File: config.mk
export PLATFORM = sky130hd
export DESIGN_NAME = dec_backlash_probe_sequencer_core
export DESIGN_NICKNAME = d
export VERILOG_FILES = /design/src/sv/dbps_pkg.sv /design/src/sv/dbps_proj.sv /design/src/sv/dbps_ctrl.sv /design/src/sv/dec_backlash_probe_sequencer_core.sv
export SDC_FILE = /design/constraint.sdc
export NUM_CORES = 2
export LEC_CHECK = 0
export BUFFER_PORTS_ARGS = -buffer_cell sky130_fd_sc_hd__clkbuf_2
export CAP_MARGIN = 20
export CORE_MARGIN = 2
export CORE_UTILIZATION = 50
export DETAILED_ROUTE_END_ITERATION = 16
export PLACE_DENSITY = 0.74
export SYNTH_ARGS = -nofsm -noshare
export SYNTH_HDL_FRONTEND = slang
export SYNTH_SLANG_ARGS = --single-unit
File: constraint.sdc
create_clock -name clk -period 11.45 [get_ports clk]
set_input_delay 2.29 -clock clk [delete_from_list [all_inputs] [get_ports clk]]
set_output_delay 2.29 -clock clk [all_outputs]
set_load 0.02 [all_outputs]
File: src/sv/dbps_pkg.sv
package dbps_pkg;

  localparam int AXIS_W = 16;
  localparam int CEN_W = 20;
  localparam int PMS_W = 16;
  localparam int TOT_W = 20;
  localparam int DIST_W = 16;
  localparam int STREAK_W = 8;
  localparam int CFG_IDX_W = 3;
  localparam int CFG_DATA_W = 20;

  // projection: Q12.8 times Q1.14, rounded back to 1/256 px
  localparam int PROD_W = CEN_W + AXIS_W + 1;
  localparam int SUM_W = PROD_W + 1;
  localparam int FRAC_W = 14;
  localparam int POS_W = SUM_W - FRAC_W;

  localparam int CONFIRM_FRAMES_DEF = 3;
  localparam logic [DIST_W-1:0] MIN_DETECT = 16'd13;

  localparam logic [CFG_IDX_W-1:0] CFG_AXIS_X = 3'd0;
  localparam logic [CFG_IDX_W-1:0] CFG_AXIS_Y = 3'd1;
  localparam logic [CFG_IDX_W-1:0] CFG_NORTH_PULSE = 3'd2;
  localparam logic [CFG_IDX_W-1:0] CFG_NORTH_LIMIT = 3'd3;
  localparam logic [CFG_IDX_W-1:0] CFG_NORTH_TARGET = 3'd4;
  localparam logic [CFG_IDX_W-1:0] CFG_PROBE_PULSE = 3'd5;
  localparam logic [CFG_IDX_W-1:0] CFG_PROBE_LIMIT = 3'd6;
  localparam logic [CFG_IDX_W-1:0] CFG_DETECT_MOVE = 3'd7;

  localparam logic [1:0] STATUS_OK = 2'd0;
  localparam logic [1:0] STATUS_NORTH_TIMEOUT = 2'd1;
  localparam logic [1:0] STATUS_SOUTH_TIMEOUT = 2'd2;

  typedef struct packed {
    logic signed [AXIS_W-1:0] dec_axis_x;
    logic signed [AXIS_W-1:0] dec_axis_y;
    logic [PMS_W-1:0] north_pulse_ms;
    logic [TOT_W-1:0] north_limit_ms;
    logic [DIST_W-1:0] north_target;
    logic [PMS_W-1:0] probe_pulse_ms;
    logic [TOT_W-1:0] probe_limit_ms;
    logic [DIST_W-1:0] detect_move;
  } cfg_t;

  typedef struct packed {
    logic cmd;
    logic signed [POS_W-1:0] pos;
  } frame_t;

  typedef struct packed {
    logic pulse_valid;
    logic pulse_dir;
    logic [PMS_W-1:0] pulse_ms;
    logic done_res;
    logic [1:0] status;
    logic [TOT_W-1:0] backlash_ms;
  } res_t;

  function automatic logic [TOT_W-1:0] sat_add(input logic [TOT_W-1:0] a,
                                               input logic [PMS_W-1:0] b);
    logic [TOT_W:0] s;
    s = {1'b0, a} + {{(TOT_W + 1 - PMS_W){1'b0}}, b};
    return s[TOT_W] ? {TOT_W{1'b1}} : s[TOT_W-1:0];
  endfunction

endpackage

File: src/sv/dbps_proj.sv
module dbps_proj (
  input  logic clk,
  input  logic rst,
  input  logic in_valid,
  output logic in_ready,
  input  logic cmd,
  input  logic [dbps_pkg::CEN_W-1:0] centroid_x,
  input  logic [dbps_pkg::CEN_W-1:0] centroid_y,
  input  logic signed [dbps_pkg::AXIS_W-1:0] axis_x,
  input  logic signed [dbps_pkg::AXIS_W-1:0] axis_y,
  output logic frame_valid,
  input  logic frame_ready,
  output dbps_pkg::frame_t frame
);
  import dbps_pkg::*;

  logic mul_valid;
  logic mul_cmd;
  logic signed [PROD_W-1:0] prod_x;
  logic signed [PROD_W-1:0] prod_y;
  logic mul_ready;
  logic signed [SUM_W-1:0] sum;

  assign mul_ready = !frame_valid || frame_ready;
  assign in_ready = !mul_valid || mul_ready;

  always_ff @(posedge clk) begin
    if (rst) begin
      mul_valid <= 1'b0;
    end else if (in_ready) begin
      mul_valid <= in_valid;
    end
  end

  always_ff @(posedge clk) begin
    if (in_ready && in_valid) begin
      mul_cmd <= cmd;
      prod_x <= $signed({1'b0, centroid_x}) * axis_x;
      prod_y <= $signed({1'b0, centroid_y}) * axis_y;
    end
  end

  // half up: add half an lsb, then floor shift
  assign sum = {prod_x[PROD_W-1], prod_x} + {prod_y[PROD_W-1], prod_y}
             + $signed(SUM_W'(1) <<< (FRAC_W - 1));

  always_ff @(posedge clk) begin
    if (rst) begin
      frame_valid <= 1'b0;
    end else if (mul_ready) begin
      frame_valid <= mul_valid;
    end
  end

  always_ff @(posedge clk) begin
    if (mul_ready && mul_valid) begin
      frame.cmd <= mul_cmd;
      frame.pos <= sum[SUM_W-1:FRAC_W];
    end
  end

endmodule

File: src/sv/dbps_ctrl.sv
module dbps_ctrl #(
  parameter int CONFIRM_FRAMES = dbps_pkg::CONFIRM_FRAMES_DEF
) (
  input  logic clk,
  input  logic rst,
  input  dbps_pkg::cfg_t cfg,
  input  logic frame_valid,
  output logic frame_ready,
  input  dbps_pkg::frame_t frame,
  output logic out_valid,
  input  logic out_stall,
  output dbps_pkg::res_t res
);
  import dbps_pkg::*;

  localparam int DIFF_W = POS_W + 1;
  localparam logic [1:0] STAGE_NORTH = 2'd0;
  localparam logic [1:0] STAGE_SOUTH = 2'd1;
  localparam logic [1:0] STAGE_DONE = 2'd2;
  localparam logic [STREAK_W-1:0] STREAK_MAX = {STREAK_W{1'b1}};
  localparam logic [STREAK_W-1:0] CONFIRM = STREAK_W'(CONFIRM_FRAMES);

  logic running, running_next;
  logic [1:0] stage, stage_next;
  logic have_origin, have_origin_next;
  logic signed [POS_W-1:0] origin_pos, origin_pos_next;
  logic signed [POS_W-1:0] extreme_pos, extreme_pos_next;
  logic push_negative, push_negative_next;
  logic [TOT_W-1:0] north_total, north_total_next;
  logic [TOT_W-1:0] south_total, south_total_next;
  logic [STREAK_W-1:0] move_streak, move_streak_next;
  logic [TOT_W-1:0] estimate_ms, estimate_ms_next;
  logic estimate_set, estimate_set_next;
  res_t res_next;

  logic take;
  logic signed [DIFF_W-1:0] cur, best, pulled;
  logic [DIFF_W-1:0] cur_abs, best_abs;
  logic ext_upd;
  logic signed [POS_W-1:0] ext_pos;
  logic ext_neg;
  logic [PMS_W-1:0] north_len, probe_len;
  logic [DIST_W-1:0] thr;

  assign frame_ready = !out_valid || !out_stall;
  assign take = frame_valid && frame_ready;

  assign north_len = (cfg.north_pulse_ms == '0) ? PMS_W'(1) : cfg.north_pulse_ms;
  assign probe_len = (cfg.probe_pulse_ms == '0) ? PMS_W'(1) : cfg.probe_pulse_ms;
  assign thr = (cfg.detect_move < MIN_DETECT) ? MIN_DETECT : cfg.detect_move;

  assign cur = {frame.pos[POS_W-1], frame.pos} - {origin_pos[POS_W-1], origin_pos};
  assign best = {extreme_pos[POS_W-1], extreme_pos} - {origin_pos[POS_W-1], origin_pos};
  assign cur_abs = cur[DIFF_W-1] ? DIFF_W'(-cur) : DIFF_W'(cur);
  assign best_abs = best[DIFF_W-1] ? DIFF_W'(-best) : DIFF_W'(best);

  // extreme after this frame
  assign ext_upd = cur_abs > best_abs;
  assign ext_pos = ext_upd ? frame.pos : extreme_pos;
  assign ext_neg = ext_upd ? cur[DIFF_W-1] : push_negative;
  assign pulled = ext_neg
    ? {frame.pos[POS_W-1], frame.pos} - {ext_pos[POS_W-1], ext_pos}
    : {ext_pos[POS_W-1], ext_pos} - {frame.pos[POS_W-1], frame.pos};

  always_comb begin
    running_next = running;
    stage_next = stage;
    have_origin_next = have_origin;
    origin_pos_next = origin_pos;
    extreme_pos_next = extreme_pos;
    push_negative_next = push_negative;
    north_total_next = north_total;
    south_total_next = south_total;
    move_streak_next = move_streak;
    estimate_ms_next = estimate_ms;
    estimate_set_next = estimate_set;
    res_next = '0;

    if (frame.cmd) begin
      running_next = 1'b1;
      stage_next = STAGE_NORTH;
      have_origin_next = 1'b0;
      origin_pos_next = '0;
      extreme_pos_next = '0;
      push_negative_next = 1'b0;
      north_total_next = '0;
      south_total_next = '0;
      move_streak_next = '0;
      estimate_ms_next = '0;
      estimate_set_next = 1'b0;
    end else if (running) begin
      if (!have_origin) begin
        have_origin_next = 1'b1;
        origin_pos_next = frame.pos;
        extreme_pos_next = frame.pos;
        push_negative_next = 1'b0;
      end else begin
        if (ext_upd) begin
          extreme_pos_next = ext_pos;
          push_negative_next = ext_neg;
        end
        unique case (stage)
          STAGE_NORTH: begin
            if (cur_abs >= {{(DIFF_W - DIST_W){1'b0}}, cfg.north_target}) begin
              stage_next = STAGE_SOUTH;
              move_streak_next = '0;
            end else if (cfg.north_limit_ms != '0 && north_total >= cfg.north_limit_ms) begin
              res_next.done_res = 1'b1;
              res_next.status = STATUS_NORTH_TIMEOUT;
              running_next = 1'b0;
            end else begin
              res_next.pulse_valid = 1'b1;
              res_next.pulse_dir = 1'b0;
              res_next.pulse_ms = north_len;
              north_total_next = sat_add(north_total, north_len);
            end
          end
          STAGE_SOUTH: begin
            if (south_total == '0) begin
              res_next.pulse_valid = 1'b1;
              res_next.pulse_dir = 1'b1;
              res_next.pulse_ms = probe_len;
              south_total_next = sat_add(south_total, probe_len);
            end else begin
              if (!pulled[DIFF_W-1] &&
                  pulled[DIFF_W-2:0] >= {{(DIFF_W - 1 - DIST_W){1'b0}}, thr}) begin
                if (move_streak != STREAK_MAX) begin
                  move_streak_next = move_streak + STREAK_W'(1);
                end
                if (move_streak_next == STREAK_W'(1) && !estimate_set) begin
                  estimate_ms_next = south_total;
                  estimate_set_next = 1'b1;
                end
              end else begin
                move_streak_next = '0;
              end
              if (move_streak_next >= CONFIRM) begin
                res_next.done_res = 1'b1;
                res_next.status = STATUS_OK;
                res_next.backlash_ms = estimate_set_next ? estimate_ms_next : south_total;
                running_next = 1'b0;
                stage_next = STAGE_DONE;
              end else if (cfg.probe_limit_ms != '0 && south_total >= cfg.probe_limit_ms) begin
                res_next.done_res = 1'b1;
                res_next.status = STATUS_SOUTH_TIMEOUT;
                running_next = 1'b0;
              end else begin
                res_next.pulse_valid = 1'b1;
                res_next.pulse_dir = 1'b1;
                res_next.pulse_ms = probe_len;
                south_total_next = sat_add(south_total, probe_len);
              end
            end
          end
          default: begin
          end
        endcase
      end
    end
  end

  always_ff @(posedge clk) begin
    if (rst) begin
      running <= 1'b0;
      stage <= STAGE_NORTH;
      have_origin <= 1'b0;
      origin_pos <= '0;
      extreme_pos <= '0;
      push_negative <= 1'b0;
      north_total <= '0;
      south_total <= '0;
      move_streak <= '0;
      estimate_ms <= '0;
      estimate_set <= 1'b0;
    end else if (take) begin
      running <= running_next;
      stage <= stage_next;
      have_origin <= have_origin_next;
      origin_pos <= origin_pos_next;
      extreme_pos <= extreme_pos_next;
      push_negative <= push_negative_next;
      north_total <= north_total_next;
      south_total <= south_total_next;
      move_streak <= move_streak_next;
      estimate_ms <= estimate_ms_next;
      estimate_set <= estimate_set_next;
    end
  end

  always_ff @(posedge clk) begin
    if (rst) begin
      out_valid <= 1'b0;
    end else if (frame_ready) begin
      out_valid <= frame_valid;
    end
  end

  always_ff @(posedge clk) begin
    if (take) begin
      res <= res_next;
    end
  end

endmodule

File: src/sv/dec_backlash_probe_sequencer_core.sv
// Dec backlash probe sequencer. Write the eight setup registers while idle,
// then send a start word (cmd high) followed by one centroid word per frame.
// Every input word yields exactly one result word: a guide pulse request,
// a finished flag with status and backlash time, or nothing to do. The block
// takes one word per cycle while the output is not stalled; the multiply
// register loads on the taking edge, then the projection rounding register,
// then the sequencer loads the result register.
module dec_backlash_probe_sequencer_core #(
  parameter int CONFIRM_FRAMES = dbps_pkg::CONFIRM_FRAMES_DEF
) (
  input  logic clk,
  input  logic rst,
  input  logic cfg_wen,
  input  logic [dbps_pkg::CFG_IDX_W-1:0] cfg_index,
  input  logic [dbps_pkg::CFG_DATA_W-1:0] cfg_data,
  input  logic in_valid,
  output logic in_stall,
  input  logic cmd,
  input  logic [dbps_pkg::CEN_W-1:0] centroid_x,
  input  logic [dbps_pkg::CEN_W-1:0] centroid_y,
  output logic out_valid,
  input  logic out_stall,
  output logic pulse_valid,
  output logic pulse_dir,
  output logic [dbps_pkg::PMS_W-1:0] pulse_ms,
  output logic done_res,
  output logic [1:0] status,
  output logic [dbps_pkg::TOT_W-1:0] backlash_ms
);
  import dbps_pkg::*;

  cfg_t cfg;
  logic in_ready;
  logic frame_valid;
  logic frame_ready;
  frame_t frame;
  res_t res;

  always_ff @(posedge clk) begin
    if (rst) begin
      cfg.dec_axis_x <= 16'sd0;
      cfg.dec_axis_y <= 16'sd16384;
      cfg.north_pulse_ms <= 16'd100;
      cfg.north_limit_ms <= '0;
      cfg.north_target <= '0;
      cfg.probe_pulse_ms <= 16'd100;
      cfg.probe_limit_ms <= '0;
      cfg.detect_move <= MIN_DETECT;
    end else if (cfg_wen) begin
      unique case (cfg_index)
        CFG_AXIS_X:       cfg.dec_axis_x <= cfg_data[AXIS_W-1:0];
        CFG_AXIS_Y:       cfg.dec_axis_y <= cfg_data[AXIS_W-1:0];
        CFG_NORTH_PULSE:  cfg.north_pulse_ms <= cfg_data[PMS_W-1:0];
        CFG_NORTH_LIMIT:  cfg.north_limit_ms <= cfg_data[TOT_W-1:0];
        CFG_NORTH_TARGET: cfg.north_target <= cfg_data[DIST_W-1:0];
        CFG_PROBE_PULSE:  cfg.probe_pulse_ms <= cfg_data[PMS_W-1:0];
        CFG_PROBE_LIMIT:  cfg.probe_limit_ms <= cfg_data[TOT_W-1:0];
        CFG_DETECT_MOVE:  cfg.detect_move <= cfg_data[DIST_W-1:0];
        default: begin
        end
      endcase
    end
  end

  assign in_stall = !in_ready;

  dbps_proj u_proj (
    .clk         (clk),
    .rst         (rst),
    .in_valid    (in_valid),
    .in_ready    (in_ready),
    .cmd         (cmd),
    .centroid_x  (centroid_x),
    .centroid_y  (centroid_y),
    .axis_x      (cfg.dec_axis_x),
    .axis_y      (cfg.dec_axis_y),
    .frame_valid (frame_valid),
    .frame_ready (frame_ready),
    .frame       (frame)
  );

  dbps_ctrl #(
    .CONFIRM_FRAMES (CONFIRM_FRAMES)
  ) u_ctrl (
    .clk         (clk),
    .rst         (rst),
    .cfg         (cfg),
    .frame_valid (frame_valid),
    .frame_ready (frame_ready),
    .frame       (frame),
    .out_valid   (out_valid),
    .out_stall   (out_stall),
    .res         (res)
  );

  assign pulse_valid = res.pulse_valid;
  assign pulse_dir = res.pulse_dir;
  assign pulse_ms = res.pulse_ms;
  assign done_res = res.done_res;
  assign status = res.status;
  assign backlash_ms = res.backlash_ms;

endmodule

## Word-level counts from Yosys, hierarchy flattened

Index checks and enable logic that the tools add are counted.

| storage, ports and cells | value |
|---|---|
| register bits after elaboration | 402 |
| bits of input ports | 69 |
| output and inout bits | 43 |

| operators by class | value |
|---|---|
| muxes and demuxes | 102 |
| bitwise logic cells | 4 |
| add/subtract/negate cells | 11 |
| equal/unequal tests | 20 |
| $mul | 2 |
| order comparisons | 7 |
| reduce and logical (&&, ||, !) cells | 47 |

Operators with widths:

| kind | count |
|---|---|
| $mux W20 | 24 |
| $mux W24 | 8 |
| $mux W8 | 18 |
| $sub A24 B24 Y25 | 4 |
| $mux W25 | 3 |
| $mul A21 B16 Y37 | 2 |
| $mux W18 | 4 |
| $neg A25 Y25 | 2 |
| $mux W16 | 3 |
| $add A20 B16 Y21 | 2 |
| $pmux W21 S2 | 1 |
| $ge A20 B20 Y1 | 2 |
| $reduce_bool A20 Y1 | 2 |
| $add A37 B37 Y38 | 1 |
| $add A38 B14 Y38 const B | 1 |
| $logic_not A16 Y1 | 2 |
| $mux W1 | 27 |
| $ge A25 B16 Y1 | 1 |
| $gt A25 B25 Y1 | 1 |
| $ge A24 B16 Y1 | 1 |
| $mux W23 | 1 |
| $mux W21 | 1 |
| $logic_not A20 Y1 | 1 |
| $reduce_and A2 Y1 | 9 |
| other kinds (31) | 72 |

## Depth between registers and ports, before layout

| logic depth | value |
|---|---|
| depth in word-level cells | 29 |
| mapped depth | 60 |
| gate-level depth less buffers | 55 |

## Hierarchy

A second synthesis with hierarchy kept.

| unflattened totals | value |
|---|---|
| cells, all modules | 5601 |
| area, all modules | 49291.0 um2 |

Modules (own cells, without submodules):

| module | sequential area each (um2) | area each (um2) | cells each | times used |
|---|---|---|---|---|
| dbps_proj | 3042.9 | 26474.1 | 2851 | 1 |
| dbps_ctrl | 3693.5 | 17415.5 | 2257 | 1 |
| dec_backlash_probe_sequencer_core | 2722.6 | 5401.4 | 493 | 1 |

## Worst setup path after synthesis

No wires, ideal clock.

| path | value |
|---|---|
| kind | reg2reg |
| start point | register, netlist name u_proj.frame[0] |
| end point | register, netlist name u_ctrl.res[30] |
| clock period less this slack | 10.613 ns |
| stages on the path, launching flop included | 59 |
| required time | 11.318 ns |
| slack | 0.837 ns |
| setup time | 0.132 ns |
| arrival | 10.481 ns |
| cell sequence | edfxtp_1 inv_1 ha_1 fa_1 and2b_1 o21a_1 o211ai_1 o21ai_1 a31oi_1 o21ai_0 o21a_1 clkbuf_1 buf_1 nor2_1 xnor2_1 ha_1 o21a_1 o21a_1 (+23 left out) a211oi_1 a21oi_1 xor2_1 ha_1 o21ai_0 nand2b_1 a21oi_1 nor2b_1 o21ai_0 nand2b_1 a21oi_1 o311ai_0 mux2_1 o211ai_2 nand4_2 nor3_4 buf_6 a22o_1 |

| on the way | value |
|---|---|
| word-level cells in the longest chain between the ends | 19 |
| elaborated cells on any way between the ends | 24 |
| those cells by class | add/sub: 4; order compare: 4; mux: 14; reduce/logical: 2 |

Ends and longest elaborated chain:

| element | line | text |
|---|---|---|
| $sub A24 B24 Y25 | dbps_ctrl.sv:52 | `assign cur = {frame.pos[POS_W-1], frame.pos} - {origin_pos[POS_W-1], origin_pos};` |
| $neg A25 Y25 | dbps_ctrl.sv:54 | `assign cur_abs = cur[DIFF_W-1] ? DIFF_W'(-cur) : DIFF_W'(cur);` |
| $mux W25 | dbps_ctrl.sv:54 |  |
| $gt A25 B25 Y1 | dbps_ctrl.sv:58 | `assign ext_upd = cur_abs > best_abs;` |
| $mux W24 | dbps_ctrl.sv:59 | `assign ext_pos = ext_upd ? frame.pos : extreme_pos;` |
| $sub A24 B24 Y25 (on tied branches) | dbps_ctrl.sv:63, dbps_ctrl.sv:62 |  |
| $mux W25 | dbps_ctrl.sv:62 | `? {frame.pos[POS_W-1], frame.pos} - {ext_pos[POS_W-1], ext_pos}` |
| $ge A24 B16 Y1 / $logic_not A1 Y1 (equally long branches) | dbps_ctrl.sv:126, dbps_ctrl.sv:125 |  |
| (+3 left out) | -- |  |
| $mux W8 | dbps_ctrl.sv:102 | `unique case (stage)` |
| $mux W8 | dbps_ctrl.sv:92 | `if (!have_origin) begin` |
| $mux W8 | dbps_ctrl.sv:91 | `end else if (running) begin` |
| $mux W8 | dbps_ctrl.sv:79 | `if (frame.cmd) begin` |
| $ge A8 B2 Y1 | dbps_ctrl.sv:137 | `if (move_streak_next >= CONFIRM) begin` |
| $mux W18 | dbps_ctrl.sv:137 |  |
| $mux W18 | dbps_ctrl.sv:119 | `if (south_total == '0) begin` |
| $pmux W21 S2 * | dbps_ctrl.sv:102 |  |

Mark *: on every way between the ends. The rest lies on a longest branch, timed or not. The select of a mux whose other input is x is not followed.
A chain may end at the register's enable or synchronous reset.

## Worst setup path after layout

| path | value |
|---|---|
| start point | register u_ctrl.extreme_pos[0] |
| end point | register u_ctrl.south_total[19] |

| on the way | value |
|---|---|
| word-level cells in the longest chain between the ends | 18 |
| elaborated cells on any way between the ends | 21 |
| those cells by class | add/sub: 4; order compare: 3; eq/ne: 1; mux: 10; reduce/logical: 3 |

Ends and longest elaborated chain:

| element | line | text |
|---|---|---|
| from (decl) | dbps_ctrl.sv:27 | `logic signed [POS_W-1:0] extreme_pos, extreme_pos_next;` |
| from (signal assigned) | dbps_ctrl.sv:180 | `extreme_pos <= extreme_pos_next;` |
| $sub A24 B24 Y25 | dbps_ctrl.sv:53 | `assign best = {extreme_pos[POS_W-1], extreme_pos} - {origin_pos[POS_W-1], origin_pos};` |
| $neg A25 Y25 | dbps_ctrl.sv:55 | `assign best_abs = best[DIFF_W-1] ? DIFF_W'(-best) : DIFF_W'(best);` |
| $mux W25 | dbps_ctrl.sv:55 |  |
| $gt A25 B25 Y1 | dbps_ctrl.sv:58 |  |
| $mux W24 | dbps_ctrl.sv:59 |  |
| $sub A24 B24 Y25 (on tied branches) | dbps_ctrl.sv:63, dbps_ctrl.sv:62 |  |
| $mux W25 * | dbps_ctrl.sv:62 |  |
| $ge A24 B16 Y1 / $logic_not A1 Y1 (equally long branches) | dbps_ctrl.sv:126, dbps_ctrl.sv:125 |  |
| (+2 left out) | -- |  |
| $mux W8 * | dbps_ctrl.sv:119 |  |
| $mux W8 * | dbps_ctrl.sv:102 |  |
| $mux W8 * | dbps_ctrl.sv:92 |  |
| $mux W8 * | dbps_ctrl.sv:91 |  |
| $mux W8 * | dbps_ctrl.sv:79 |  |
| $ge A8 B2 Y1 * | dbps_ctrl.sv:137 |  |
| $ne A3 B2 Y1 (no source line) * | -- |  |
| $reduce_and A6 Y1 (no source line) * | -- |  |
| to (signal assigned) | dbps_ctrl.sv:183 | `south_total <= south_total_next;` |
| to (decl) | dbps_ctrl.sv:30 | `logic [TOT_W-1:0] south_total, south_total_next;` |

Marked as above.

==> run summary <==
Outcome: finished, final reports clean
CP max-delay cell: fa_1
Max VDD drop: 150 µV
Final worst path period need: 10580 ps
Initial Util: 50.3%
WL/cell: 18.8 µm
IO Pins: 112
Hold_ws: 438 ps
Antenna viol nets, final: 0
Worst path top cell family by delay: compound AO/OA/AOI/OAI gates
Fin crit share: 92.4%
Worst path buffer plus inverter count: 3
Die height: 313 µm
F_max: 94.5 MHz
Drt drc: 0
Util after Layout: 54.0%
Kind of critical path: reg2reg
CTS tree: built
GR Util All Layers: 26.0%
Layout Nets: 6617
WP data required: 11960 ps
Detailed Place HPWL: 97400 µm
Area growth syn-to-layout: 7.25%
Routability cong.: 0.943
Initial DRC count: 2920
Nature of the critical path startpoint: flop
Latest clock arrival within the worst-skew pair: 610 ps
Post-synth ARST share: 0%
Relative slew slack: 24.4%
Global-route wire length before repair: 205000 µm
Final wirelength: 128000 µm
Yosys warnings: 0
Pwr Total: 7.18 mW
GRT overflow: 0
Worst Tran Pin Value: 1130 ps
Vias: 38.6k
Fin. max-slew vios: 0
Die Width: 313 µm
Synth unique cells: 100
Layout cell share with drive strength beyond 1: 6.12%
Register area share after synthesis: 19.8%
Antenna cells: 0
Port bufs: 111
Class of the worst hold path: reg2reg
Setup Viol. Count Final: 0
DR vias/cell: 5.68
# rows: 113
Post-synth EDFFs: 141
Synthesized Nets: 6656
Mapped cell area: 47700 µm²
Number of buffers created by CTS: 45
Max Buffers Root-to-Sink: 3
Initial antenna violation count: 5
Synthesis-stage register bit count: 402
Max capacitance violation total: 0
Post-synth top flop: dfxtp_1
Post-route setup TNS: 0 ps
Root buf cell: clkbuf_16
Element type at the critical path end: flop
Number of global-route vias before repair: 38.5k
Leakage power: 22.9 nW
Clock transition at path regs: 60 ps
Cells after Synth: 5522
CP peak stage delay: 470 ps
Final hold viol count: 0
Synthesized area per cell: 8.63 µm²
Cell Pwr Density: 141 nW/µm²
Drt pass-1 iters: 6
Core ar.: 94700 µm²
Worst Path Max Fanout: 19
Die area: 97800 µm²
CP Data Arrival Time: 11090 ps
Htree depth: 2
Pin count of the biggest net entering global routing: 197
Clock sink total: 402
Skew final: 43.5 ps
-- cell type report --
type / instances / area, µm²
sequential: 402 / 9460
inverter: 812 / 3050
clock inverter: 21 / 307
tap: 1265 / 1580
clock buffer: 63 / 1320
timing repair buffer: 189 / 1190
multi-input combinational: 4033 / 34200
fill: 8626 / 43600
-- where the power goes --
group          leakage [nW]  switching, mW  internal (mW)
Clock                 0.789          0.646          0.930
Sequential             3.48         0.0705           1.58
Combinational          18.7           2.35           1.61
Total                  22.9           3.07           4.12
-- timing repair --
item / in CTS / in global routing
gates resized for setup: 0 / 25
hold buffers: 0 / 0
buffers inserted: 0 / 6
endpoints found under the setup margin: 0 / 92
-- metal layers --
metal | GRT usage [%] | wire [µm]
met3 | 2.93 | 7220
met4 | 9.96 | 5050
met1 | 33.9 | 53700
met2 | 44.5 | 61700
met5 | 0 | 44
-- cell usage in the layout, fill, tap and decap left out, drive strengths merged, types with 24 or more instances in the layout --
cell and n:
nand4 25, a211oi 39, nor4 39, buf 78, edfxtp 141, and2 238
nand3 71, o21a 37, a31oi 34, nor2 274, dfxtp 261, mux2i 51
o21bai 42, a21oi 332, inv 813, nand2b 103, a22o 38, ha 559
nor2b 31, xnor2 135, nand2 787, xor2 61, a21o 130, o21ai 134
a22oi 45, fa 506, nor3 76, and3 24, clkbuf 174
-- logic make-up (layout without fill, tap and decap cells) --
logic type	count (synthesis)	after routing	share of synthesized area, %
xor+xnor	196	196	3.60
mux	60	60	1.46
simple gates	1735	1736	17.1
compound gates	976	976	13.4
flops	402	402	19.8
buf+inv	1088	1085	8.67
fa+ha+maj	1065	1065	35.9
-- cell usage after synthesis, types with 12 or more instances --
cell	n	area share, %
inv_1	811	6.4
nand2_1	786	6.2
ha_1	559	15
fa_1	506	21
a21oi_1	329	3.5
nor2_1	272	2.1
dfxtp_1	261	11
clkbuf_1	242	1.9
and2_1	238	3.1
edfxtp_1	141	8.9
xnor2_1	135	2.5
a21o_1	130	2.0
o21ai_0	126	1.3
nand2b_1	103	1.4
nor3_1	73	0.77
nand3_1	70	0.74
xor2_1	61	1.1
mux2i_1	50	1.1
a22oi_1	45	0.71
o21bai_1	42	0.66
a211oi_1	38	0.60
a22o_1	38	0.70
nor4_1	37	0.49
o21a_1	35	0.55
a31oi_1	33	0.43
nor2b_1	31	0.41
and3_1	24	0.32
nand4_1	24	0.32
or3_1	18	0.24
nand3b_1	16	0.25
o211ai_1	16	0.25
clkbuf_2	14	0.15
or2_2	12	0.16
-- registers in the layout, indices dropped and copies added (netlist names), 24 cells and up --
| register | count |
|---|---|
| u_ctrl.origin_pos | 24 |
| u_proj.frame | 25 |
| u_proj.prod_y | 37 |
| u_ctrl.res | 41 |
| u_proj.prod_x | 37 |
| u_ctrl.extreme_pos | 24 |
| cfg | 136 |
-- through the flow --
stage / cells / instance area [µm²] / setup slack, ps
floorplan: 5522 / 47700 / 837
global placement: 6689 / 49300 / 535
detailed placement: 6691 / 49300 / 349
CTS: 6775 / 50900 / 315
global route: 6785 / 51100 / -31.2
finish: 6785 / 51100 / 870
-- final timing paths --
| check | from | endpoint | slack [ps] | cells past startpoint |
|---|---|---|---|---|
| max reg2reg | u_ctrl.extreme_pos[0] | u_ctrl.south_total[19] | 870 | 55 |
| min reg2reg | u_proj.mul_cmd | u_proj.frame[24] | 440 | 0 |
| min | u_proj.mul_cmd | u_proj.frame[24] | 440 | 0 |
| max | u_ctrl.extreme_pos[0] | u_ctrl.south_total[19] | 870 | 55 |
Note: power is estimated with default switching activity, not from simulation.
